`src/rtl/tcw_pkg.sv`:
```
// Shared types and constants of the text console writer.
package tcw_pkg;

	localparam int DEF_MAX_COLS   = 128;
	localparam int DEF_MAX_ROWS   = 32;
	localparam int DEF_CELL_DEPTH = 4096;

	localparam int CFG_IDX_W  = 1;
	localparam int CFG_DATA_W = 8;

	localparam logic [CFG_IDX_W-1:0] REG_COLUMNS = 1'b0;
	localparam logic [CFG_IDX_W-1:0] REG_ROWS    = 1'b1;

	localparam logic [7:0] COLUMNS_RESET = 8'd80;
	localparam logic [5:0] ROWS_RESET    = 6'd25;

	localparam logic [1:0] OP_PUT   = 2'd0;
	localparam logic [1:0] OP_CLEAR = 2'd1;
	localparam logic [1:0] OP_READ  = 2'd2;

	localparam logic [7:0] CH_NUL       = 8'h00;
	localparam logic [7:0] CH_BACKSPACE = 8'h08;
	localparam logic [7:0] CH_NEWLINE   = 8'h0A;
	localparam logic [7:0] CH_RETURN    = 8'h0D;

	localparam logic [7:0]  ATTR_BYTE  = 8'h0F;
	localparam logic [15:0] BLANK_CELL = 16'h0F20;
	localparam int          CELL_W     = 16;

	typedef struct packed {
		logic [1:0]  operation;
		logic [7:0]  char_code;
		logic        starts_string;
		logic [11:0] cell_index;
	} item_t;

	typedef struct packed {
		logic [15:0] cell_value;
		logic [7:0]  cursor_column;
		logic [4:0]  cursor_row;
	} result_t;

endpackage

```
`src/rtl/tcw_ctrl.sv`:
```
// Sequencer: cursor, item decode, scroll copy and blanking sweeps over the screen RAM.
module tcw_ctrl #(
	parameter int MAX_COLS   = tcw_pkg::DEF_MAX_COLS,
	parameter int MAX_ROWS   = tcw_pkg::DEF_MAX_ROWS,
	parameter int CELL_DEPTH = tcw_pkg::DEF_CELL_DEPTH
) (
	input  logic                                              clk,
	input  logic                                              arst_n,
	input  logic                                              start,
	input  tcw_pkg::item_t                                    item,
	output logic                                              busy,
	output logic                                              done,
	output tcw_pkg::result_t                                  result,
	input  logic [$clog2(MAX_COLS+1)-1:0]                     eff_cols,
	input  logic [$clog2(MAX_ROWS+1)-1:0]                     eff_rows,
	input  logic [$clog2(MAX_COLS*MAX_ROWS+1)-1:0]            cell_total,
	output logic                                              mem_we,
	output logic [((CELL_DEPTH > 1) ? $clog2(CELL_DEPTH) : 1)-1:0] mem_waddr,
	output logic [tcw_pkg::CELL_W-1:0]                        mem_wdata,
	output logic                                              mem_re,
	output logic [((CELL_DEPTH > 1) ? $clog2(CELL_DEPTH) : 1)-1:0] mem_raddr,
	input  logic [tcw_pkg::CELL_W-1:0]                        mem_rdata
);
	import tcw_pkg::*;

	localparam int CW = $clog2(MAX_COLS+1);
	localparam int LW = $clog2(MAX_ROWS+1);
	localparam int TW = $clog2(MAX_COLS*MAX_ROWS+1);
	localparam int AW = (CELL_DEPTH > 1) ? $clog2(CELL_DEPTH) : 1;

	localparam logic [2:0] S_IDLE   = 3'd0;
	localparam logic [2:0] S_SETTLE = 3'd1;
	localparam logic [2:0] S_CHAR   = 3'd2;
	localparam logic [2:0] S_WRITE  = 3'd3;
	localparam logic [2:0] S_COPY   = 3'd4;
	localparam logic [2:0] S_FILL   = 3'd5;
	localparam logic [2:0] S_READ   = 3'd6;
	localparam logic [2:0] S_DONE   = 3'd7;

	logic [2:0]        state_q;
	logic [2:0]        ret_q;
	logic [CW-1:0]     col_q;
	logic [LW-1:0]     line_q;
	logic [7:0]        ch_q;
	logic [CELL_W-1:0] value_q;
	logic [CELL_W-1:0] wdata_q;
	logic              inc_q;
	logic [TW-1:0]     ptr_q;
	logic              rd_oor_q;
	logic              pend_s1;
	logic              oor_s1;
	logic [TW-1:0]     wa_s1;

	logic          wrap;
	logic [LW-1:0] next_line;
	logic          need_scroll;
	logic [CW-1:0] col_m1;
	logic [TW-1:0] cur_lin;
	logic          copy_issue;
	logic          idx_in_range;
	logic [TW-1:0] cols_t;

	assign cols_t       = TW'(eff_cols);
	assign wrap         = (col_q >= eff_cols);
	assign next_line    = wrap ? (line_q + 1'b1) : line_q;
	assign need_scroll  = (next_line >= eff_rows);
	assign col_m1       = col_q - 1'b1;
	assign cur_lin      = TW'(line_q) * cols_t + TW'(col_q);
	assign copy_issue   = (ptr_q < cell_total);
	assign idx_in_range = (32'(item.cell_index) < CELL_DEPTH);

	// read port: the read item in idle, the copy source otherwise
	always_comb begin
		if (state_q == S_IDLE) begin
			mem_raddr = AW'(item.cell_index);
			mem_re    = start && (item.operation == OP_READ) && idx_in_range;
		end else begin
			mem_raddr = AW'(ptr_q);
			mem_re    = (state_q == S_COPY) && copy_issue && (32'(ptr_q) < CELL_DEPTH);
		end
	end

	// write port: copy transfer in flight wins, then cursor write, then blanking
	always_comb begin
		mem_we    = 1'b0;
		mem_waddr = AW'(ptr_q);
		mem_wdata = BLANK_CELL;
		if (pend_s1) begin
			mem_we    = (32'(wa_s1) < CELL_DEPTH);
			mem_waddr = AW'(wa_s1);
			mem_wdata = oor_s1 ? '0 : mem_rdata;
		end else if (state_q == S_WRITE) begin
			mem_we    = (32'(cur_lin) < CELL_DEPTH);
			mem_waddr = AW'(cur_lin);
			mem_wdata = wdata_q;
		end else if (state_q == S_FILL) begin
			mem_we    = (32'(ptr_q) < CELL_DEPTH);
			mem_waddr = AW'(ptr_q);
			mem_wdata = BLANK_CELL;
		end
	end

	always_ff @(posedge clk or negedge arst_n) begin
		if (!arst_n) begin
			state_q <= S_IDLE;
			col_q   <= '0;
			line_q  <= '0;
			pend_s1 <= 1'b0;
		end else begin
			pend_s1 <= (state_q == S_COPY) && copy_issue;
			unique case (state_q)
				S_IDLE: begin
					if (start) begin
						unique case (item.operation)
							OP_PUT: begin
								state_q <= item.starts_string ? S_SETTLE : S_CHAR;
							end
							OP_CLEAR: begin
								col_q   <= '0;
								line_q  <= '0;
								state_q <= S_FILL;
							end
							OP_READ: begin
								state_q <= S_READ;
							end
							default: begin
								state_q <= S_DONE;
							end
						endcase
					end
				end
				S_SETTLE: begin
					if (wrap) begin
						col_q <= '0;
					end
					if (need_scroll) begin
						line_q  <= eff_rows - 1'b1;
						state_q <= S_COPY;
					end else begin
						line_q  <= next_line;
						state_q <= ret_q;
					end
				end
				S_CHAR: begin
					unique case (ch_q)
						CH_NUL: begin
							state_q <= S_DONE;
						end
						CH_BACKSPACE: begin
							if (col_q == '0) begin
								state_q <= S_DONE;
							end else begin
								col_q   <= col_m1;
								state_q <= ((col_m1 < eff_cols) && (line_q < eff_rows)) ?
									S_WRITE : S_DONE;
							end
						end
						CH_NEWLINE: begin
							line_q  <= line_q + 1'b1;
							col_q   <= '0;
							state_q <= S_SETTLE;
						end
						CH_RETURN: begin
							col_q   <= '0;
							state_q <= S_DONE;
						end
						default: begin
							state_q <= S_SETTLE;
						end
					endcase
				end
				S_WRITE: begin
					if (inc_q) begin
						col_q <= col_q + 1'b1;
					end
					state_q <= S_DONE;
				end
				S_COPY: begin
					// wait for the last copy transfer to land before blanking
					if (!copy_issue && !pend_s1) begin
						state_q <= S_FILL;
					end
				end
				S_FILL: begin
					if (ptr_q == cell_total - 1'b1) begin
						state_q <= ret_q;
					end
				end
				S_READ: begin
					state_q <= S_DONE;
				end
				S_DONE: begin
					state_q <= S_IDLE;
				end
				default: begin
					state_q <= S_IDLE;
				end
			endcase
		end
	end

	// datapath registers, no reset needed
	always_ff @(posedge clk) begin
		oor_s1 <= (32'(ptr_q) >= CELL_DEPTH);
		wa_s1  <= ptr_q - cols_t;
		unique case (state_q)
			S_IDLE: begin
				if (start) begin
					value_q  <= '0;
					ch_q     <= item.char_code;
					rd_oor_q <= !idx_in_range;
					ptr_q    <= '0;
					ret_q    <= (item.operation == OP_CLEAR) ? S_DONE : S_CHAR;
				end
			end
			S_SETTLE: begin
				ptr_q <= cols_t;
			end
			S_CHAR: begin
				unique case (ch_q)
					CH_BACKSPACE: begin
						wdata_q <= BLANK_CELL;
						inc_q   <= 1'b0;
					end
					CH_NEWLINE: begin
						ret_q <= S_DONE;
					end
					CH_NUL, CH_RETURN: begin
					end
					default: begin
						wdata_q <= {ATTR_BYTE, ch_q};
						inc_q   <= 1'b1;
						ret_q   <= S_WRITE;
					end
				endcase
			end
			S_COPY: begin
				if (copy_issue) begin
					ptr_q <= ptr_q + 1'b1;
				end else if (!pend_s1) begin
					ptr_q <= cell_total - cols_t;
				end
			end
			S_FILL: begin
				ptr_q <= ptr_q + 1'b1;
			end
			S_READ: begin
				value_q <= rd_oor_q ? '0 : mem_rdata;
			end
			S_WRITE, S_DONE: begin
			end
			default: begin
			end
		endcase
	end

	assign busy = (state_q != S_IDLE);
	assign done = (state_q == S_DONE);

	always_comb begin
		result.cell_value    = value_q;
		result.cursor_column = 8'(col_q);
		result.cursor_row    = 5'(line_q);
	end

endmodule

```
`config.mk`:
```
export PLATFORM = sky130hd
export DESIGN_NAME = tcw_ctrl
export DESIGN_NICKNAME = d
export VERILOG_FILES = /design/src/rtl/tcw_pkg.sv /design/src/rtl/tcw_ctrl.sv
export SDC_FILE = /design/constraint.sdc
export NUM_CORES = 1
export LEC_CHECK = 0
export BUFFER_PORTS_ARGS = -buffer_cell sky130_fd_sc_hd__buf_2
export CAP_MARGIN = 10
export CORE_MARGIN = 4
export CORE_UTILIZATION = 50
export DETAILED_ROUTE_END_ITERATION = 8
export PLACE_DENSITY = 0.72
export SETUP_SLACK_MARGIN = 0.02
export SLEW_MARGIN = 20
export SYNTH_ARGS = -nofsm -noshare
export SYNTH_HDL_FRONTEND = slang
export SYNTH_SLANG_ARGS = --single-unit
```
`constraint.sdc`:
```
create_clock -name clk -period 5.9 [get_ports clk]
set_clock_uncertainty 0.2 [all_clocks]
set_input_delay 0.295 -clock clk [delete_from_list [all_inputs] [get_ports clk]]
set_output_delay 0.295 -clock clk [all_outputs]
set_load 0.02 [all_outputs]
```
# After elaboration in Yosys (flattened, before gate mapping)
# Cells that the tools add are included.
dict set report word_totals {
  reg_bits 89
  inputBits 69
  output_inout_bits 73
  wordCells 131
}
dict set report classes {
  addsub 9
  multipliers 1
  n_lt_le_gt_ge 9
  eq_ne 24
  n_mux 45
  bitwise_logic 1
  reduce_logical 30
}
# cell n
set op_table {}
lappend op_table {{$mux W16} 4}
lappend op_table {{$pmux W16 S2} 2}
lappend op_table {{$pmux W13 S4} 1}
lappend op_table {{$mux W8} 5}
lappend op_table {{$lt A13 B13 Y1 const B} 3}
lappend op_table {{$mux W13} 3}
lappend op_table {{$mux W12} 3}
lappend op_table {{$pmux W8 S4} 1}
lappend op_table {{$mux W6} 5}
lappend op_table {{$sub A13 B8 Y13} 2}
lappend op_table {{$eq A8 B4 Y1 const B} 3}
lappend op_table {{$mux W3} 8}
lappend op_table {{$pmux W3 S7} 1}
lappend op_table {{$pmux W3 S2} 3}
lappend op_table {{$pmux W6 S3} 1}
lappend op_table {{$logic_not A8 Y1} 2}
lappend op_table {{$pmux W8 S2} 1}
lappend op_table {{$add A13 B1 Y13 const B} 1}
lappend op_table {{$add A13 B8 Y13} 1}
lappend op_table {{$eq A13 B13 Y1} 1}
lappend op_table {{$ge A13 B13 Y1 const B} 1}
lappend op_table {{$lt A13 B13 Y1} 1}
lappend op_table {{$mul A6 B8 Y13} 1}
lappend op_table {{$sub A13 B1 Y13 const B} 1}
lappend op_table {{34 further kinds} 64}

# Longest topological paths before layout
dict set report logic_depth {
  depth_word 7
  ltp_mapped 17
}

# Worst setup path after synthesis
# OpenSTA, ideal clock, no wires.
dict set report synth_path {
  kind {register to output}
  from {reg line_q[2]}
  to {out mem_we}
  arrival_time_ps 4627
  t_required_ps 5405
  slack_ps 778
  path_stages_with_launch 18
  cell_sequence {dfrtp_1 > clkbuf_1 > and2_1 > fa_1 > inv_1 > fa_1 > inv_1 > fa_1 > inv_1 > fa_1 > inv_1 > ha_1 > o21ai_0 > a21oi_1 > a311oi_1 > o21ai_0 > xnor2_1 > o31ai_1}
}
dict set report synth_via {
  elab_chain_cells 5
}
# item line
set synth_rtl {}
lappend synth_rtl {{start: declaration} tcw_ctrl.sv:43} ;# logic [LW-1:0] line_q;
lappend synth_rtl {{start signal: assignment} tcw_ctrl.sv:137} ;# line_q <= eff_rows - 1'b1;
lappend synth_rtl {{start signal: assignment} tcw_ctrl.sv:140} ;# line_q <= next_line;
lappend synth_rtl {{start signal: assignment} tcw_ctrl.sv:159} ;# line_q <= line_q + 1'b1;
lappend synth_rtl {{$mul A6 B8 Y13} tcw_ctrl.sv:68} ;# assign cur_lin = TW'(line_q) * cols_t + TW'(col_q);
lappend synth_rtl {{$add A13 B8 Y13} tcw_ctrl.sv:68}
lappend synth_rtl {{$lt A13 B13 Y1} tcw_ctrl.sv:93} ;# mem_we = (32'(cur_lin) < CELL_DEPTH);
lappend synth_rtl {{$mux W1} tcw_ctrl.sv:92} ;# end else if (state_q == S_WRITE) begin
lappend synth_rtl {{$mux W1} tcw_ctrl.sv:88} ;# if (pend_s1) begin
lappend synth_rtl {{end: declaration} tcw_ctrl.sv:17} ;# output logic mem_we,
# Every way passes these cells.

# Worst setup path in the final report
dict set report layout_path {
  from {reg line_q[0]}
  to {out mem_we}
}
# The elaborated chain is that of the path after synthesis.

==> run_results.csv <==
group,metric,value,unit
run_status,status,"finished clean",
detailed_routing,post-route-drc-count,0,
timing,drv_slew,0,
detailed_routing,antenna_left,0,
timing,grt_setup_unrepaired,"no",
cells_and_area,final_layout_size_suffix_gt1_share,16.2,%
clock_network,cts_tree,"built",
floorplan,die_w,139,microns
timing,min_period_over_period,92.7,%
critical_path,crit_arrival,4.97,ns
power,leakagePower,0.00465,uW
synthesis,yosysMostFrequentCell,"nand2_1",
synthesis,yosysWarnings,0,
cells_and_area,nets,1335,
global_route,track_usage,26.5,%
critical_path,worst_setup_path_end_kind,"output pin",
floorplan,die_h,139,microns
global_route,antenna_found_initial,1,
floorplan,std_cell_rows,47,
detailed_routing,vias,8073,
clock_network,cts.sinks,80,
global_route,grt_pass1_vias,7810,
clock_network,clkLatencyLatePin,0.34,ns
synthesis,ys.flop_type,"edfxtp_1",
floorplan,pin_count,142,
clock_network,clock_path_buffers,2,
detailed_routing,first_pass_iters,5,
clock_network,clk_pin_slew_worst_paths,0.06,ns
floorplan,die_area,19400,sq um
critical_path,crit_path_start_kind,"flip-flop",
synthesis,ys_types,73,
place,gp_congestion,0.953,
timing,worst_pin_slew,0.898,ns
clock_network,root_buffer,"clkbuf_16",
power,p_per_area,584,nW/um^2
detailed_routing,vias_per_cell,5.91,
clock_network,cts_buffers,9,
synthesis,ys_seq_elements,80,
place,dpl_worst_slack,0.656,ns
synthesis,syn_nets,1222,
synthesis,avgSynthCellArea,8.40,sq um
floorplan,start_util,51.5,%
detailed_routing,wl_per_cell,18.9,microns
critical_path,path_max_fanout,10,
clock_network,post_cts_buffers,0,
detailed_routing,drt_iter0_markers,588,
place,place_hpwl,20100,microns
worst_hold_path,min_path_type,"input pin to flip-flop",
synthesis,ys_top_cells_by_count,"114 x nand2_1, 94 x ha_1, 87 x inv_1",
cells_and_area,nFillCells,1532,
critical_path,cp_data_required_time,5.41,ns
detailed_routing,wirelength,25800,microns
timing,postLayoutSetupSlackWorst,0.431,ns
timing,finalCriticalPeriod,5.47,ns
synthesis,yosysSeqAreaShare,25.1,%
clock_network,ctsHtreeMaxLevel,3,
critical_path,rrSetupSlack,1.57,ns
job,max_cap_viol_count,0,
synthesis,yosysTopAreaCell,"edfxtp_1",
cells_and_area,areaGrowthSynthToFinish,14.5,%
timing,finalHoldViolCount,0,
floorplan,coreArea,16800,sq um
synthesis,synth_edf_count,48,
synthesis,async_flop_share,22.5,%
synthesis,synthTopCellsByArea,"edfxtp_1 17%, ha_1 14%, fa_1 7.2%",
place,port_buffers,141,
global_route,grt_first_pass_wirelength,41600,microns
timing,fmax,183,MHz
critical_path,crit_type,"flip-flop to output pin",
global_route,overflow,0,
timing,tns,0,ns
power,ir_drop,327,uV
timing,relSlewSlack,40.2,%
global_route,grt_max_degree,42,
synthesis,syn_inst,1028,
synthesis,synth_area,8640,sq um
synthesis,synth_top_area_share,16.7,%
timing,setup_viol,0,
[power by group]
part	internal (uW)	leakage [uW]	total, uW	switching (uW)
Combinational	1510	0.00368	3910	2400
Clock	380	0.000163	641	261
Sequential	852	0.000816	1220	367
[kinds of logic after synthesis]
family	after synthesis	share of synthesized area, %
buffers and inverters	146	6.69
and+or+nand+nor	370	21.8
DFF	80	25.1
muxes	8	0.956
AOI/OAI and AO/OA	229	17.3
xor gates and xnor gates	70	7.26
adders and majority gates	125	20.8
[sequential cells by signal, summed over array words and instances, names as in the netlist]
register	count
ch_q	8
col_q	8
inc_q	1
line_q	6
oor_s1	1
pend_s1	1
ptr_q	13
ret_q	2
state_q	3
value_q	16
wa_s1	13
wdata_q	8
[per-layer routing]
metal / part of all wire, % / wire length, microns / GRT usage [%]
met5: 0 / 0 / 0
met4: 3.1 / 803 / 8.81
met3: 7.1 / 1830 / 5.42
met1: 42 / 10800 / 34.5
met2: 48 / 12400 / 44.2
[repair_timing]
item,4_1_cts,5_1_grt
endpoints found under the setup margin,0,1
hold buffers,9,0
resized for setup,0,1
hold endpoints to repair,26,0
[area by class of cell]
| type | instances | area (sq um) | area share [%] |
|---|---|---|---|
| antenna | 1 | 2.50 | 0.0253 |
| clock inverter | 7 | 106 | 1.08 |
| inverter | 87 | 327 | 3.30 |
| timing repair buffer | 161 | 878 | 8.88 |
| tap | 220 | 275 | 2.78 |
| multi-input combinational | 802 | 5910 | 59.7 |
| clock buffer | 9 | 225 | 2.28 |
| sequential | 80 | 2170 | 22.0 |
[critical path, cell delays in order, from the launching register on]
cell      delay, ns
dfrtp_1        0.51
buf_4          0.24
and2_1         0.16
fa_1           0.43
fa_1           0.49
fa_1           0.55
inv_1          0.05
fa_1           0.49
inv_1          0.04
ha_1           0.24
nor3_1         0.21
o211ai_1       0.16
a311oi_1       0.35
o21ai_0        0.17
xnor2_1        0.16
o31ai_1        0.19
buf_2          0.20
[cells in the final DEF (no fill, tap or decap), drive strengths merged, types with 10 or more instances in the layout]
cell type,synthesis,routed
buf,14,152
nand2,114,114
ha,94,94
inv,87,91
o21ai,79,79
nor2,56,56
and2,53,53
edfxtp,48,48
xnor2,40,40
a21oi,40,40
fa,31,31
nor3,30,30
xor2,29,29
nand3,23,23
and3,22,22
dfrtp,18,18
dfxtp,14,14
a211oi,14,14
nor2b,13,13
o22ai,12,12
nor3b,10,10
[path summary, 6_finish.rpt]
kind,from,endpoint,cells after the start
min reg2reg,ch_q[6],wdata_q[6],0
max in group asynchronous,arst_n,line_q[1],2
max,line_q[0],mem_we,16
max reg2reg,col_q[0],state_q[2],14
min,mem_rdata[14],value_q[14],2
min in group asynchronous,arst_n,state_q[0],2
[stage by stage]
step | hold WS, ns | std cells | util [%] | power (uW) | area, sq um
floorplan | -0.201 | 1028 | - | 3920 | 8640
global placement | 0.0696 | 1341 | 56.5 | 4990 | 9460
detailed placement | 0.0696 | 1341 | 56.5 | 5060 | 9460
CTS | 0.0726 | 1366 | 59.0 | 5730 | 9880
global route | 0.0810 | 1367 | 59.0 | 6270 | 9890
finish | 0.0759 | 1367 | 59.0 | 5770 | 9890
(Power assumes the default switching activity.)
